**src/rtl/uer_pkg.sv**
```systemverilog
// types, constants and register map of the ultrasonic echo ranger
// no dependencies
package uer_pkg;

    localparam int COUNTER_WIDTH_DEF = 19;
    localparam int CFG_DATA_W        = 19;
    localparam int CFG_INDEX_W       = 3;
    localparam int TICKS_W           = 19;
    localparam int TRIG_W            = 8;
    localparam int WIDTH_W           = 16;
    localparam int DIST_W            = 16;
    localparam int DIST_SHIFT        = 16;
    localparam int PROD_W            = 33;

    // centi-cm per tick scaled by 2^16
    localparam logic [16:0] DIST_SCALE = 17'd112493;

    localparam logic [TICKS_W-1:0] STARTUP_DEF   = 19'd300000;
    localparam logic [TRIG_W-1:0]  TRIGGER_DEF   = 8'd10;
    localparam logic [TICKS_W-1:0] RISE_TO_DEF   = 19'd30000;
    localparam logic [TICKS_W-1:0] HIGH_TO_DEF   = 19'd30000;
    localparam logic [WIDTH_W-1:0] MIN_WIDTH_DEF = 16'd50;
    localparam logic [WIDTH_W-1:0] MAX_WIDTH_DEF = 16'd30000;
    localparam logic [TICKS_W-1:0] GAP_DEF       = 19'd80000;
    localparam logic [DIST_W-1:0]  DEADBAND_DEF  = 16'd20;

    typedef enum logic [2:0] {
        PH_STARTUP = 3'd0,
        PH_TRIGGER = 3'd1,
        PH_RISE    = 3'd2,
        PH_HIGH    = 3'd3,
        PH_GAP     = 3'd4
    } phase_t;

    typedef enum logic [CFG_INDEX_W-1:0] {
        REG_STARTUP   = 3'd0,
        REG_TRIGGER   = 3'd1,
        REG_RISE_TO   = 3'd2,
        REG_HIGH_TO   = 3'd3,
        REG_MIN_WIDTH = 3'd4,
        REG_MAX_WIDTH = 3'd5,
        REG_GAP       = 3'd6,
        REG_DEADBAND  = 3'd7
    } cfg_index_t;

    typedef struct packed {
        logic [TICKS_W-1:0] startup_ticks;
        logic [TRIG_W-1:0]  trigger_ticks;
        logic [TICKS_W-1:0] rise_timeout_ticks;
        logic [TICKS_W-1:0] high_timeout_ticks;
        logic [WIDTH_W-1:0] min_width_ticks;
        logic [WIDTH_W-1:0] max_width_ticks;
        logic [TICKS_W-1:0] gap_ticks;
        logic [DIST_W-1:0]  deadband_centi_cm;
    } uer_cfg_t;

    typedef struct packed {
        logic              trigger_level;
        logic              new_reading;
        logic [DIST_W-1:0] measured_distance;
        logic              distance_changed;
        logic [DIST_W-1:0] reported_distance;
    } uer_result_t;

endpackage

```
**src/rtl/uer_step.sv**
```systemverilog
// ranging sequencer: phase, tick counters and distance conversion per tick
// depends on uer_pkg
module uer_step
    import uer_pkg::*;
#(
    parameter int COUNTER_WIDTH = COUNTER_WIDTH_DEF
)
(
    input  logic        clk,
    input  logic        rst_n,
    input  logic        step_en,
    input  logic        echo_level,
    input  uer_cfg_t    cfg,
    output uer_result_t result
);

    localparam int CMP_W = (COUNTER_WIDTH > TICKS_W) ? COUNTER_WIDTH : TICKS_W;
    localparam logic [COUNTER_WIDTH-1:0] CNT_MAX = {COUNTER_WIDTH{1'b1}};

    phase_t                   phase_reg, phase_next, phase_eff;
    logic [COUNTER_WIDTH-1:0] tick_count_reg, tick_count_next, tick_eff;
    logic [COUNTER_WIDTH-1:0] pulse_width_reg, pulse_width_next;
    logic [DIST_W-1:0]        last_measured_reg, shown_distance_reg;

    logic                     idle_phase;
    logic                     idle_done;
    logic [TICKS_W-1:0]       idle_limit;
    logic [COUNTER_WIDTH-1:0] tick_inc;
    logic [COUNTER_WIDTH-1:0] width_inc;
    logic                     width_ok;
    logic [PROD_W-1:0]        product;
    logic [DIST_W:0]          dist_full;
    logic [DIST_W-1:0]        dist_sat;
    logic [DIST_W-1:0]        dist_diff;

    // startup and gap either count or fall through into the trigger
    always_comb
    begin
        idle_phase = (phase_reg != PH_TRIGGER) && (phase_reg != PH_RISE)
                  && (phase_reg != PH_HIGH);
        idle_limit = (phase_reg == PH_STARTUP) ? cfg.startup_ticks : cfg.gap_ticks;
        idle_done  = (CMP_W'(tick_count_reg) >= CMP_W'(idle_limit))
                  || (tick_count_reg == CNT_MAX);
        phase_eff  = phase_reg;
        tick_eff   = tick_count_reg;
        if (idle_phase)
        begin
            if (idle_done)
            begin
                phase_eff = PH_TRIGGER;
                tick_eff  = '0;
            end
            else
            begin
                tick_eff = tick_count_reg + COUNTER_WIDTH'(1);
            end
        end
        tick_inc  = (tick_eff == CNT_MAX) ? CNT_MAX : tick_eff + COUNTER_WIDTH'(1);
        width_inc = (pulse_width_reg == CNT_MAX) ? CNT_MAX
                  : pulse_width_reg + COUNTER_WIDTH'(1);
    end

    // next state
    always_comb
    begin
        phase_next       = phase_eff;
        tick_count_next  = tick_eff;
        pulse_width_next = pulse_width_reg;
        unique case (phase_eff)
            PH_TRIGGER:
            begin
                tick_count_next = tick_inc;
                if (CMP_W'(tick_inc) >= CMP_W'(cfg.trigger_ticks))
                begin
                    phase_next      = PH_RISE;
                    tick_count_next = '0;
                end
            end
            PH_RISE:
            begin
                if (echo_level)
                begin
                    phase_next       = PH_HIGH;
                    pulse_width_next = COUNTER_WIDTH'(1);
                end
                else
                begin
                    tick_count_next = tick_inc;
                    if ((CMP_W'(tick_inc) > CMP_W'(cfg.rise_timeout_ticks))
                        || (tick_inc == CNT_MAX))
                    begin
                        phase_next      = PH_GAP;
                        tick_count_next = '0;
                    end
                end
            end
            PH_HIGH:
            begin
                if (echo_level)
                begin
                    pulse_width_next = width_inc;
                    if ((CMP_W'(width_inc) > CMP_W'(cfg.high_timeout_ticks))
                        || (width_inc == CNT_MAX))
                    begin
                        phase_next      = PH_GAP;
                        tick_count_next = '0;
                    end
                end
                else
                begin
                    phase_next      = PH_GAP;
                    tick_count_next = '0;
                end
            end
            default:
            begin
                phase_next = phase_eff;
            end
        endcase
    end

    // outputs
    always_comb
    begin
        width_ok  = (CMP_W'(pulse_width_reg) > CMP_W'(cfg.min_width_ticks))
                 && (CMP_W'(pulse_width_reg) < CMP_W'(cfg.max_width_ticks));
        product   = PROD_W'(pulse_width_reg[WIDTH_W-1:0]) * PROD_W'(DIST_SCALE);
        dist_full = product[DIST_SHIFT +: DIST_W+1];
        dist_sat  = dist_full[DIST_W] ? {DIST_W{1'b1}} : dist_full[DIST_W-1:0];
        dist_diff = (dist_sat > shown_distance_reg) ? dist_sat - shown_distance_reg
                  : shown_distance_reg - dist_sat;

        result.trigger_level     = 1'b0;
        result.new_reading       = 1'b0;
        result.distance_changed  = 1'b0;
        unique case (phase_eff)
            PH_TRIGGER:
            begin
                result.trigger_level = 1'b1;
            end
            PH_HIGH:
            begin
                if (!echo_level && width_ok)
                begin
                    result.new_reading      = 1'b1;
                    result.distance_changed = dist_diff > cfg.deadband_centi_cm;
                end
            end
            default:
            begin
                result.trigger_level = 1'b0;
            end
        endcase
        result.measured_distance = result.new_reading ? dist_sat : last_measured_reg;
        result.reported_distance = result.distance_changed ? dist_sat
                                 : shown_distance_reg;
    end

    always_ff @(posedge clk or negedge rst_n)
    begin
        if (!rst_n)
        begin
            phase_reg          <= PH_STARTUP;
            tick_count_reg     <= '0;
            pulse_width_reg    <= '0;
            last_measured_reg  <= '0;
            shown_distance_reg <= '0;
        end
        else if (step_en)
        begin
            phase_reg          <= phase_next;
            tick_count_reg     <= tick_count_next;
            pulse_width_reg    <= pulse_width_next;
            last_measured_reg  <= result.measured_distance;
            shown_distance_reg <= result.reported_distance;
        end
    end

endmodule

```
**src/rtl/uer_skid.sv**
```systemverilog
// output register with one skid entry between the sequencer and the receiver
// depends on uer_pkg
module uer_skid
    import uer_pkg::*;
(
    input  logic        clk,
    input  logic        rst_n,
    input  logic        push,
    input  uer_result_t push_data,
    output logic        full,
    output logic        out_valid,
    input  logic        out_stall,
    output uer_result_t out_data
);

    logic        out_valid_reg, out_valid_next;
    logic        skid_valid_reg, skid_valid_next;
    uer_result_t out_data_reg, out_data_next;
    uer_result_t skid_data_reg, skid_data_next;
    logic        pop;

    always_comb
    begin
        pop             = out_valid_reg && !out_stall;
        out_valid_next  = out_valid_reg;
        skid_valid_next = skid_valid_reg;
        out_data_next   = out_data_reg;
        skid_data_next  = skid_data_reg;
        if (skid_valid_reg)
        begin
            if (pop)
            begin
                out_data_next   = skid_data_reg;
                skid_valid_next = 1'b0;
            end
        end
        else if (push)
        begin
            if (!out_valid_reg || pop)
            begin
                out_data_next  = push_data;
                out_valid_next = 1'b1;
            end
            else
            begin
                skid_data_next  = push_data;
                skid_valid_next = 1'b1;
            end
        end
        else if (pop)
        begin
            out_valid_next = 1'b0;
        end
    end

    always_ff @(posedge clk or negedge rst_n)
    begin
        if (!rst_n)
        begin
            out_valid_reg  <= 1'b0;
            skid_valid_reg <= 1'b0;
        end
        else
        begin
            out_valid_reg  <= out_valid_next;
            skid_valid_reg <= skid_valid_next;
        end
    end

    always_ff @(posedge clk)
    begin
        out_data_reg  <= out_data_next;
        skid_data_reg <= skid_data_next;
    end

    assign full      = skid_valid_reg;
    assign out_valid = out_valid_reg;
    assign out_data  = out_data_reg;

endmodule

```
**src/rtl/ultrasonic_echo_ranger.sv**
```systemverilog
// top level of the ultrasonic echo ranger: config registers, sequencer, output buffer
// depends on uer_pkg, uer_step and uer_skid
//
// each input request is one 1 us tick carrying the sampled echo pin level;
// each accepted tick yields exactly one output request with the trigger pin
// level, a new-reading flag, the latest measured distance, a changed flag and
// the reported distance, both distances in 0.01 cm
// input is taken when in_valid is high and in_stall low; output is taken when
// out_valid is high and out_stall low
// each accepted tick's result is registered in the output register, or in the
// skid entry while a stalled output holds there; one tick per cycle is sustained
// while the skid entry is free, set by the combinational sequencer step with its
// 16x17 multiply; in_stall rises only while that entry is occupied
// config writes (cfg_valid, cfg_index, cfg_data) are always ready and take
// effect on the next tick; write them only while the block is idle
// reset restores default register values, returns to the startup wait with
// zero counters and distances, and empties the output buffer
module ultrasonic_echo_ranger
    import uer_pkg::*;
#(
    parameter int COUNTER_WIDTH = COUNTER_WIDTH_DEF
)
(
    input  logic                   clk,
    input  logic                   rst_n,
    input  logic                   in_valid,
    output logic                   in_stall,
    input  logic                   echo_level,
    output logic                   out_valid,
    input  logic                   out_stall,
    output logic                   trigger_level,
    output logic                   new_reading,
    output logic [DIST_W-1:0]      measured_distance,
    output logic                   distance_changed,
    output logic [DIST_W-1:0]      reported_distance,
    input  logic                   cfg_valid,
    output logic                   cfg_ready,
    input  logic [CFG_INDEX_W-1:0] cfg_index,
    input  logic [CFG_DATA_W-1:0]  cfg_data
);

    uer_cfg_t    cfg_reg;
    uer_result_t step_result;
    uer_result_t out_data;
    logic        in_accept;
    logic        skid_full;

    assign cfg_ready = 1'b1;
    assign in_stall  = skid_full;
    assign in_accept = in_valid && !skid_full;

    always_ff @(posedge clk or negedge rst_n)
    begin
        if (!rst_n)
        begin
            cfg_reg.startup_ticks      <= STARTUP_DEF;
            cfg_reg.trigger_ticks      <= TRIGGER_DEF;
            cfg_reg.rise_timeout_ticks <= RISE_TO_DEF;
            cfg_reg.high_timeout_ticks <= HIGH_TO_DEF;
            cfg_reg.min_width_ticks    <= MIN_WIDTH_DEF;
            cfg_reg.max_width_ticks    <= MAX_WIDTH_DEF;
            cfg_reg.gap_ticks          <= GAP_DEF;
            cfg_reg.deadband_centi_cm  <= DEADBAND_DEF;
        end
        else if (cfg_valid && cfg_ready)
        begin
            unique case (cfg_index_t'(cfg_index))
                REG_STARTUP:   cfg_reg.startup_ticks      <= cfg_data[TICKS_W-1:0];
                REG_TRIGGER:   cfg_reg.trigger_ticks      <= cfg_data[TRIG_W-1:0];
                REG_RISE_TO:   cfg_reg.rise_timeout_ticks <= cfg_data[TICKS_W-1:0];
                REG_HIGH_TO:   cfg_reg.high_timeout_ticks <= cfg_data[TICKS_W-1:0];
                REG_MIN_WIDTH: cfg_reg.min_width_ticks    <= cfg_data[WIDTH_W-1:0];
                REG_MAX_WIDTH: cfg_reg.max_width_ticks    <= cfg_data[WIDTH_W-1:0];
                REG_GAP:       cfg_reg.gap_ticks          <= cfg_data[TICKS_W-1:0];
                REG_DEADBAND:  cfg_reg.deadband_centi_cm  <= cfg_data[DIST_W-1:0];
                default:       cfg_reg.gap_ticks          <= cfg_reg.gap_ticks;
            endcase
        end
    end

    uer_step #(
        .COUNTER_WIDTH (COUNTER_WIDTH)
    ) u_step (
        .clk        (clk),
        .rst_n      (rst_n),
        .step_en    (in_accept),
        .echo_level (echo_level),
        .cfg        (cfg_reg),
        .result     (step_result)
    );

    uer_skid u_skid (
        .clk       (clk),
        .rst_n     (rst_n),
        .push      (in_accept),
        .push_data (step_result),
        .full      (skid_full),
        .out_valid (out_valid),
        .out_stall (out_stall),
        .out_data  (out_data)
    );

    assign trigger_level     = out_data.trigger_level;
    assign new_reading       = out_data.new_reading;
    assign measured_distance = out_data.measured_distance;
    assign distance_changed  = out_data.distance_changed;
    assign reported_distance = out_data.reported_distance;

endmodule

```
**config.mk**
```make
export PLATFORM = sky130hd
export DESIGN_NAME = ultrasonic_echo_ranger
export DESIGN_NICKNAME = d
export VERILOG_FILES = /design/src/rtl/uer_pkg.sv /design/src/rtl/uer_step.sv /design/src/rtl/uer_skid.sv /design/src/rtl/ultrasonic_echo_ranger.sv
export SDC_FILE = /design/constraint.sdc
export NUM_CORES = 1
export LEC_CHECK = 0
export BUFFER_PORTS_ARGS = -buffer_cell sky130_fd_sc_hd__buf_2
export CORE_MARGIN = 5
export CORE_UTILIZATION = 45
export CTS_CLUSTER_DIAMETER = 120
export DETAILED_ROUTE_END_ITERATION = 7
export MAX_ROUTING_LAYER = met4
export SLEW_MARGIN = 10
export SYNTH_ARGS = -nofsm -noshare
export SYNTH_HDL_FRONTEND = slang
export SYNTH_HIERARCHICAL = 1
export SYNTH_SLANG_ARGS = --single-unit
```
**constraint.sdc**
```tcl
create_clock -name clk -period 11.58 [get_ports clk]
set_input_delay 3.474 -clock clk [delete_from_list [all_inputs] [get_ports clk]]
set_output_delay 3.474 -clock clk [all_outputs]
set_load 0.05 [all_outputs]
```
-- After elaboration in Yosys (flattened, before gate mapping)
Index checks and enable logic that the tools add are counted.
- muxes and demuxes: 42
- magnitude comparators: 8
- $mul: 1
- divide/modulo/power cells: 0
- reduce and logical (&&, ||, !) cells: 32
- equal/unequal tests: 22
- shifts and indexed selects: 0
- bitwise gates (word level): 2
- add/subtract/negate cells: 5
- operator list (kind ; count):
    two-way mux 19 bit ; 12
    two-way mux 35 bit ; 4
    equality test 19 bit, second input constant ; 5
    two-way mux 16 bit ; 4
    adder 19 x 1 -> 19 bit, second input constant ; 3
    one-hot mux 19 bit (3 select lines) ; 1
    > comparator 19 bit ; 2
    one-hot mux 19 bit (2 select lines) ; 1
    multiplier 16 x 17 -> 33 bit, second input constant ; 1
    > comparator 16 bit ; 2
    subtractor 16 bit ; 2
    two-way mux 3 bit ; 7
    >= comparator 19 bit ; 1
    >= comparator 19 x 8 -> 1 bit ; 1
    > comparator 19 x 16 -> 1 bit ; 1
    less-than comparator 19 x 16 -> 1 bit ; 1
    AND reduction 2 bit ; 8
    equality test 3 x 2 -> 1 bit, second input constant ; 4
    equality test 3 bit, second input constant ; 4
    two-way mux 1 bit ; 12
    one-hot mux 3 bit (3 select lines) ; 1
    AND reduction 3 bit ; 3
    nonzero test 2 bit ; 4
    equality test 3 x 1 -> 1 bit, second input constant ; 2
    10 further kinds ; 26
- bits in writable memories: 0
- bits in registers: 277
- bits in latches: 0
- input bits: 28
- memories: 0
- bits in read-only memories: 0
- output and inout bits: 38
- logic and storage cells: 137

-- Depth between registers and ports, before layout
Gate-level depths: netlist (run 1).
- depth in word-level cells: 13
- depth in mapped cells: 52
- depth with buffers taken out: 50

-- Hierarchy
The synthesis (run 1) kept the hierarchy.
- modules (own cells, without submodules) (module ; cells an instance ; instances ; area each (um2) ; seq. area each (um2)):
    uer_step ; 1843 ; 1 ; 15341.0 ; 1826.8
    ultrasonic_echo_ranger ; 291 ; 1 ; 5211.2 ; 3354.5
    uer_skid ; 121 ; 1 ; 2657.5 ; 2152.1

-- Worst setup path before layout (run 1)
Ideal clock, no wire load.
- path kind: register to register
- start: register u_step.pulse_width_reg[13]
- end: register u_skid.out_data_reg (netlist bit u_skid/out_data[11]), data pin
- arrival time: 11.224 ns
- stages on the path, launching flop included: 49
- slack: 0.096 ns
- path buffers: 4
- period minus slack after synthesis: 11.484 ns
- required time: 11.320 ns
- setup time: 0.260 ns
- path through: dfrtp_1 > ha_1 > fa_1 > inv_1 > fa_1 > inv_1 > fa_1 > fa_1 > inv_1 > fa_1 > inv_1 > ha_1 > a21o_1 > a21o_1 > a21o_1 > a221oi_1 > nor2_1 > o211a_1 > [... 13 more ...] > clkbuf_1 > clkbuf_1 > mux2i_1 > xor2_1 > ha_1 > o21a_1 > o21ai_0 > nand2b_1 > a21oi_1 > nor2b_1 > o21ai_0 > nand2b_1 > a21oi_1 > or3_1 > a311oi_1 > clkbuf_1 > a21oi_1 > mux2_2
- RTL lines (item ; RTL line ; text):
    start, declared ; uer_step.sv:22 ; logic [COUNTER_WIDTH-1:0] pulse_width_reg, pulse_width_next;
    start signal, assigned ; uer_step.sv:173 ; pulse_width_reg <= pulse_width_next;
    end signal, assigned ; uer_skid.sv:72 ; out_data_reg <= out_data_next;
    end, declared ; uer_skid.sv:18 ; uer_result_t out_data_reg, out_data_next;

==> flow_summary.json, run 1 <==
{
  "htree_levels": 2,
  "syn_nets": 2659,
  "viasPerCell": 5.542,
  "clkTransAtPathRegs_ns": 0.06,
  "fin_crit_sh_pct": 95.31,
  "largest_reg_flops": 132,
  "ys_seq_area_share_pct": 31.60,
  "power.density_nw_per_um2": 180.6,
  "place_ws_ns": 0.01763,
  "tritoncts": "built",
  "clock_sinks": 277,
  "finalNonFillerCells": 3049,
  "ir_worst_vdd_v": 0.0001378,
  "grtUsageTotal_pct": 23.05,
  "arrival_ns": 11.32,
  "worst_slew_pin_slew_ns": 1.141,
  "fin_worst_skew_ns": 0.01539,
  "synth_async_sr_flop_share_pct": 74.73,
  "drtIter0Drc": 939,
  "crit_path_end_kind": "flip-flop",
  "slowest_delay_ns": 0.54,
  "maxSlewViolCount": 0,
  "rows": 83,
  "routedWlPerCell_um": 20.98,
  "startpoint_type": "flip-flop",
  "holdCritPathClass": "reg2reg",
  "synthCells": 2255,
  "total_power_mw": 4.679,
  "yosys.cell_types.count": 102,
  "worst_slack_ns": 0.5428,
  "gp_congestion": 0.9207,
  "grt_pass1_wl_um": 99810,
  "fin_nets": 2747,
  "multi_input_area_um2": 14470,
  "max_freq_mhz": 90.60,
  "synthesis.area_um2": 23210,
  "path_class": "reg2reg",
  "fin_util_pct": 50.59,
  "die_y_um": 237.1,
  "finalHoldViolations": 0,
  "synth-edff-count": 70,
  "drc": 0,
  "antenna_found_initial": 1,
  "grt_start_max_net_pins": 84,
  "ioPinCount": 66,
  "grt.overflow.total": 0,
  "clk_latency_ns": 0.54,
  "max-slew-margin-rel_pct": 23.91,
  "period_needed_ns": 11.04,
  "wl_um": 63960,
  "dr.pass1.iters": 5,
  "cts_hold_buffers": 0,
  "post-dp-hpwl_um": 48740,
  "grt_pass1_vias": 17231,
  "setup_viol": 0,
  "area_delta_synth_final_pct": 11.58,
  "ys_ff_latch": 277,
  "coreArea_um2": 51200,
  "n_fill_cell": 4675,
  "dp.cells": 2974,
  "tns_ns": 0,
  "whs_ns": 0.4933,
  "initial_core_util_pct": 45.33,
  "crit_path_top_delay_cell": "fa_1",
  "ys.flop_type": "dfrtp_1",
  "leakagePower_nw": 12.45,
  "max_cap_violations": 0,
  "antenna_left": 0,
  "root_buffer": "clkbuf_16",
  "place_area_um2": 24390,
  "yosys_warnings": 6,
  "ff_latch_area_um2": 7341,
  "die_x_um": 237.1,
  "drive_gt1_share_pct": 21.33,
  "cts_inserted_buffers": 34,
  "clk_path_buf_depth": 3,
  "final_area_um2": 25900,
  "critPathMaxFanout": 17,
  "synth.avg_cell_area_um2": 10.29,
  "cp_data_required_time_ns": 11.86,
  "numPortBuffers": 64,
  "vias": 16898,
  "die_area_um2": 56220,
  "status": "finished clean"
}
## placed cells by master (no fill, tap or decap), drive strengths merged, types with 14 or more instances in the layout
master	Yosys	final
o21a	17	17
nand3	34	34
nor2b	34	34
nor3	21	21
and3	16	16
dfrtp	166	166
xor2	31	31
a22o	18	18
edfxtp	70	70
ha	262	262
fa	114	114
xnor2	49	49
mux2i	42	42
buf	40	122
a31oi	21	21
a21oi	128	128
nand2	141	141
mux2	193	193
nor4	14	14
o21ai	87	87
clkbuf	32	49
nor2	111	111
inv	334	336
nand2b	22	22
a21o	38	38
nand4	27	27
dfstp	41	41
## critical path, delay by kind of cell, from the launching register on
family          cells  cell delay, ns
buf+inv            10            1.16
simple gates        8            0.57
mux                 2            0.64
compound gates     21            3.51
xor+xnor            2            0.30
fa+ha+maj          10            4.10
flops               1            0.46
## logic make-up after synthesis
| logic type | share of synthesized area [%] |
|---|---|
| other | 0.01616 |
| flip-flops | 31.60 |
| XOR/XNOR | 3.051 |
| adder cells (fa/ha/maj) | 23.96 |
| AND/OR/NAND/NOR | 10.73 |
| buffers and inverters | 7.272 |
| multiplexers | 11.77 |
| AO/OA/AOI/OAI | 11.60 |
## cell type report
cell class	instances	share of cell area, %
clock inverter	14	0.6377
timing repair buffer	124	3.203
sequential	277	28.34
inverter	336	4.870
multi-input combinational	1570	55.85
antenna	1	0.009662
tap	680	3.285
clock buffer	47	3.797
## final timing paths
| check | slack, ns | cells after the start | to | start |
|---|---|---|---|---|
| setup / recovery | 0.54 | 53 | u_skid/out_data[15] | u_step/pulse_width_reg[5] |
| hold / removal | 0.49 | 1 | cfg_reg[5] | cfg_reg[5] |
| setup reg to reg | 0.54 | 53 | u_skid/out_data[15] | u_step/pulse_width_reg[5] |
| hold reg to reg | 0.49 | 1 | cfg_reg[5] | cfg_reg[5] |
| max in group asynchronous | 7.05 | 2 | u_skid/full | rst_n |
| min in group asynchronous | 2.98 | 1 | u_step/tick_count_reg[8] | rst_n |
## cells in the mapped netlist, types with 9 or more instances
master / n / area, µm²
inv_1: 334 / 1254
ha_1: 262 / 3278
dfrtp_1: 166 / 4154
mux2_2: 144 / 1622
nand2_1: 140 / 525.5
a21oi_1: 125 / 625.6
fa_1: 114 / 2282
nor2_1: 107 / 401.6
o21ai_0: 78 / 390.4
edfxtp_1: 70 / 2102
xnor2_1: 49 / 429.2
mux2i_1: 42 / 420.4
dfstp_2: 41 / 1077
a21o_1: 38 / 285.3
mux2_4: 37 / 555.5
nor2b_1: 34 / 212.7
clkbuf_1: 32 / 120.1
xor2_1: 30 / 262.8
nand3_1: 29 / 145.1
nand4_1: 26 / 162.7
nand2b_1: 22 / 137.6
a31oi_1: 20 / 125.1
a22o_1: 18 / 157.7
nor3_1: 17 / 85.08
and3_1: 16 / 100.1
o21a_1: 16 / 120.1
buf_2: 14 / 70.07
buf_4: 12 / 90.09
mux2_1: 12 / 135.1
nor4_1: 12 / 75.07
buf_6: 11 / 123.9
a211oi_1: 10 / 75.07
and2_1: 9 / 56.30
## power by group
part           switching, mW  total (mW)  internal [mW]
clock network          0.434        1.10          0.666
logic                   1.30        2.13          0.830
registers              0.209        1.45           1.24
total                   1.94        4.68           2.74
## timing repair
action	in CTS	in global routing
setup buffers	0	11
gates resized for setup	0	62
endpoints found under the setup margin	0	50
## routing by layer
metal	global-route usage, %	share of wire, %	vias up
met4	6.210	2.8	0
li1	-	-	7957
met1	30.47	45	8483
met5	-	0	-
met2	37.89	49	363
met3	2.760	3.6	95
No activity file was read; power rests on OpenSTA's default activity.
==> run 2: changes to the inputs <==
Settings changed: CORE_UTILIZATION 45 to 58, PLACE_DENSITY set to 0.78.
==> run 2 against run 1 <==
Via count rose by 1.9%. Clock-buffer cell count rose by 3. Sequential power barely moved. Fmax rose by 0.41%. Sequential share of layout area rose by 0.40 points. Die area fell by 22%. Hold slack got worse by 0.0021 ns. Setup slack improved by 0.045 ns. Largest power group unchanged.
==> flow_summary.json, run 2 (synthesized netlist as in run 1, its figures left out) <==
{
  "drtIter0Drc": 1132,
  "worst_slack_ns": 0.5879,
  "layout_commonest_cell": "inv_1",
  "routedWlPerCell_um": 21.49,
  "setup_viol": 0,
  "cp_data_required_time_ns": 11.87,
  "post-dp-hpwl_um": 47820,
  "grt_start_max_net_pins": 89,
  "switching_share_pct": 41.64,
  "gp_congestion": 0.9481,
  "drc": 0,
  "clock_sinks": 277,
  "whs_ns": 0.4912,
  "die_area_um2": 44120,
  "coreArea_um2": 39640,
  "ir_worst_vdd_v": 0.0001992,
  "status": "finished clean",
  "fin_crit_sh_pct": 94.92,
  "timing.critical_path.from": "u_step/pulse_width_reg[8]",
  "max-slew-margin-rel_pct": 16.08,
  "root_buffer": "clkbuf_16",
  "p_int_mw": 2.732,
  "holdCritPathClass": "reg2reg",
  "cts_inserted_buffers": 35,
  "grt.overflow.total": 0,
  "crit_path_end_kind": "flip-flop",
  "place_ws_ns": 0.01234,
  "htree_levels": 2,
  "vias": 17214,
  "viasPerCell": 5.961,
  "tritoncts": "built",
  "antenna_found_initial": 0,
  "startpoint_type": "flip-flop",
  "drive_gt1_share_pct": 20.31,
  "path_class": "reg2reg",
  "crit_path_top_delay_cell": "fa_1",
  "max_cap_violations": 0,
  "die_y_um": 210.0,
  "grt_pass1_wl_um": 98810,
  "slowest_delay_ns": 0.55,
  "dr.pass1.iters": 5,
  "total_power_mw": 4.682,
  "fin_worst_skew_ns": 0.03071,
  "p_comb_share_pct": 45.7,
  "clkTransAtPathRegs_ns": 0.06,
  "arrival_ns": 11.28,
  "fin_util_pct": 64.41,
  "critPathMaxFanout": 34,
  "ioPinCount": 66,
  "power.density_nw_per_um2": 183.4,
  "p_clk_share_pct": 23.2,
  "antenna_left": 0,
  "clk_latency_ns": 0.55,
  "die_x_um": 210.0,
  "largest_reg_flops": 132,
  "layout_common_cells": "inv_1 (330), ha_1 (253), dfrtp_1 (161)",
  "r2r_start": "u_step/pulse_width_reg[8]",
  "min-delay-start": "cfg_reg[11]",
  "initial_core_util_pct": 58.55,
  "cts_hold_buffers": 0,
  "finalHoldViolations": 0,
  "leakagePower_nw": 12.40,
  "p_switching_mw": 1.949,
  "maxSlewViolCount": 0,
  "worst_slew_pin_slew_ns": 1.259,
  "numPortBuffers": 64,
  "rows": 73,
  "grtUsageTotal_pct": 28.87,
  "clk_path_buf_depth": 3,
  "fin_nets": 2740,
  "period_needed_ns": 10.99,
  "area_delta_synth_final_pct": 10.01,
  "diodes": 0,
  "seqPwrFrac_pct": 31.1,
  "max_freq_mhz": 90.97,
  "wl_um": 62050,
  "grt_pass1_vias": 17934
}
==> run 2: layout make-up <==
type | count | area [µm²]
Sequential cell | 277 | 7340
Multi-Input combinational cell | 1570 | 14370
Clock buffer | 50 | 963.4
Clock inverter | 14 | 177.7
Timing Repair Buffer | 116 | 768.2
Tap cell | 525 | 656.9
Inverter | 336 | 1261
Fill cell | 3152 | 14110
==> run 2: final timing paths <==
| check | endpoint | slack [ns] | depth (start not counted) |
|---|---|---|---|
| hold reg to reg | cfg_reg[11] | 0.49 | 1 |
| setup reg to reg | u_skid/out_data[8] | 0.59 | 48 |
| min in group asynchronous | u_step/tick_count_reg[17] | 3.00 | 1 |
| max in group asynchronous | u_step/pulse_width_reg[5] | 6.46 | 3 |
| setup / recovery | u_skid/out_data[8] | 0.59 | 48 |
| hold / removal | cfg_reg[11] | 0.49 | 1 |
==> run 2: critical path: cells and delay by family (launching register included) <==
| family | cells | cell delay, ns |
|---|---|---|
| DFF | 1 | 0.48 |
| and+or+nand+nor | 12 | 1.74 |
| buffers and inverters | 8 | 0.89 |
| muxes | 1 | 0.26 |
| AOI/OAI and AO/OA | 16 | 2.89 |
| xor gates and xnor gates | 2 | 0.50 |
| adders and majority gates | 9 | 3.95 |
==> run 2: timing repair <==
item	in CTS	in global routing
endpoints found under the setup margin	0	50
setup buffers	0	10
resized for setup	0	36
==> run 2: routing by layer <==
layer	track usage, %	part of all wire [%]	vias up
li1	-	-	7958
met1	37.40	43	8656
met2	48.57	50	508
met3	3.170	4.6	92
met4	8.236	2.7	0
met5	-	0	-
==> run 2: per-stage QoR <==
stage	TNS, ns	instances	instance area, µm²
floorplan	0	2255	23210
global placement	0	2813	24170
detailed placement	0	2813	24170
CTS	0	2877	25310
global route	-0.1953	2888	25530
finish	0	2888	25530
==> run 2: power groups by stage <==
stage,sequential (mW),combinational [mW],clock (mW)
after floorplan,1.49,1.46,0
after global placement,1.46,2.02,0
after detailed placement,1.47,2.07,0
after CTS,1.45,2.09,1.10
after global routing,1.48,2.36,1.15
final,1.46,2.14,1.09
==> run 3: changes to the inputs <==
Settings changed: CORE_ASPECT_RATIO set to 1.25, CORE_UTILIZATION 58 to 45, PLACE_DENSITY 0.78 to not set.
Clock period 11.58 ns to 9.35 ns, I/O delays scaled along.
==> run 3 against run 2 <==
The run now ends with setup timing left. Hold slack worse by 0.00064 ns. Combinational power rose by 36%. Core utilization decreased by 9.9 points. Fmax up 3.8%. Critical path type unchanged.
==> flow_summary.json, run 3 (synthesized netlist as in run 1, its figures left out) <==
{
  "status": "complete, but fails checks",
  "violations": "setup timing",
  "die_y_um": 263.9,
  "total_power_mw": 5.904,
  "layout_common_cells": "inv_1 (316), buf_4 (278), ha_1 (242)",
  "setup_viol": 50,
  "drc": 0,
  "drtIter0Drc": 860,
  "place_area_um2": 26260,
  "antenna_found_initial": 1,
  "viasPerCell": 5.361,
  "layout_commonest_cell": "inv_1",
  "cts_hold_buffers": 0,
  "p_comb_share_pct": 49.3,
  "crit_path_end_kind": "flip-flop",
  "max_freq_mhz": 94.44,
  "fin_worst_skew_ns": 0.02890,
  "maxSlewViolCount": 0,
  "cts_inserted_buffers": 29,
  "rows": 93,
  "drive_gt1_share_pct": 30.88,
  "grt.overflow.total": 0,
  "holdCritPathClass": "reg2reg",
  "grt_setup_unrepaired": "yes",
  "power.density_nw_per_um2": 211.0,
  "routedWlPerCell_um": 19.51,
  "fin_nets": 2978,
  "max-slew-margin-rel_pct": 19.89,
  "place_ws_ns": -1.339,
  "gp_congestion": 0.9831,
  "fin_util_pct": 54.52,
  "post-dp-hpwl_um": 50610,
  "r2r_start": "u_step/pulse_width_reg[3]",
  "grtUsageTotal_pct": 23.24,
  "dp.cells": 3169,
  "period_needed_ns": 10.59,
  "p_switching_mw": 2.417,
  "timing.critical_path.from": "u_step/pulse_width_reg[3]",
  "clk_latency_ns": 0.57,
  "die_area_um2": 56250,
  "p_clk_share_pct": 20.4,
  "numPortBuffers": 64,
  "wl_um": 63670,
  "area_delta_synth_final_pct": 20.54,
  "finalNonFillerCells": 3263,
  "seqPwrFrac_pct": 30.3,
  "tns_ns": -53.63,
  "largest_reg_flops": 132,
  "min-delay-start": "cfg_reg[9]",
  "arrival_ns": 10.91,
  "clock_sinks": 277,
  "dr.pass1.iters": 5,
  "initial_core_util_pct": 45.23,
  "grt_pass1_wl_um": 101900,
  "antenna_left": 0,
  "die_x_um": 213.1,
  "switching_share_pct": 40.94,
  "fin_crit_sh_pct": 113.3,
  "tritoncts": "built",
  "worst_slew_pin_slew_ns": 1.202,
  "p_int_mw": 3.487,
  "slowest_delay_ns": 0.57,
  "startpoint_type": "flip-flop",
  "worst_slack_ns": -1.239,
  "critPathMaxFanout": 11,
  "max_cap_violations": 0,
  "final_area_um2": 27980,
  "grt_start_max_net_pins": 105,
  "htree_levels": 1,
  "coreArea_um2": 51320,
  "root_buffer": "clkbuf_16",
  "cp_data_required_time_ns": 9.68,
  "whs_ns": 0.4906,
  "clk_path_buf_depth": 3,
  "vias": 17493,
  "clkTransAtPathRegs_ns": 0.06,
  "ir_worst_vdd_v": 0.0002053,
  "path_class": "reg2reg",
  "finalHoldViolations": 0,
  "leakagePower_nw": 13.61,
  "grt_pass1_vias": 18497,
  "crit_path_top_delay_cell": "fa_1",
  "ioPinCount": 66
}
## run 3: path summary, 6_finish.rpt
kind                                  endpoint  slack, ns  cells after the start
setup / recovery           u_skid/out_data[12]      -1.24                     50
max in group asynchronous         cfg_reg[114]       5.45                      2
min in group asynchronous          cfg_reg[59]       2.33                      1
hold reg to reg                     cfg_reg[9]       0.49                      1
hold / removal                      cfg_reg[9]       0.49                      1
setup reg to reg           u_skid/out_data[12]      -1.24                     50
## run 3: metal layers
metal | routed length [µm] | GRT usage, % | up-vias
li1 | - | - | 8443
met1 | 27150 | 29.23 | 8605
met2 | 32560 | 40.43 | 332
met3 | 2081 | 1.877 | 113
met4 | 1879 | 6.276 | 0
met5 | 0 | - | -
## run 3: critical path: cells and delay by family, from the launching register on
kind                       cells  cell delay (ns)
xor gates and xnor gates       2             0.36
DFF                            1             0.41
AOI/OAI and AO/OA             23             3.74
and+or+nand+nor                8             0.74
muxes                          2             0.60
buffers and inverters          5             0.50
adders and majority gates     10             4.03
## run 3: area by class of cell
class | instances | area [µm²]
Antenna cell | 1 | 2.502
Clock buffer | 43 | 823.3
Clock inverter | 11 | 172.7
Fill cell | 4424 | 23340
Inverter | 336 | 1261
Multi-Input combinational cell | 1570 | 14840
Sequential cell | 277 | 7350
Tap cell | 665 | 832.0
Timing Repair Buffer | 360 | 2695
## run 3: repair_timing
| item | CTS | global route |
|---|---|---|
| pin swaps | 11 | 54 |
| gates resized for setup | 58 | 44 |
| gates cloned | 2 | 0 |
| setup endpoints to repair | 50 | 50 |
| endpoints found under the hold margin | 0 | 0 |
| buffers inserted | 21 | 16 |
## run 3: power groups by stage
stage / clock, mW / combinational (mW) / sequential [mW]
finish: 1.21 / 2.91 / 1.79
global route: 1.28 / 3.20 / 1.83
floorplan: 0 / 1.84 / 1.84
CTS: 1.24 / 2.86 / 1.79
detailed placement: 0 / 2.79 / 1.81
global placement: 0 / 2.74 / 1.80
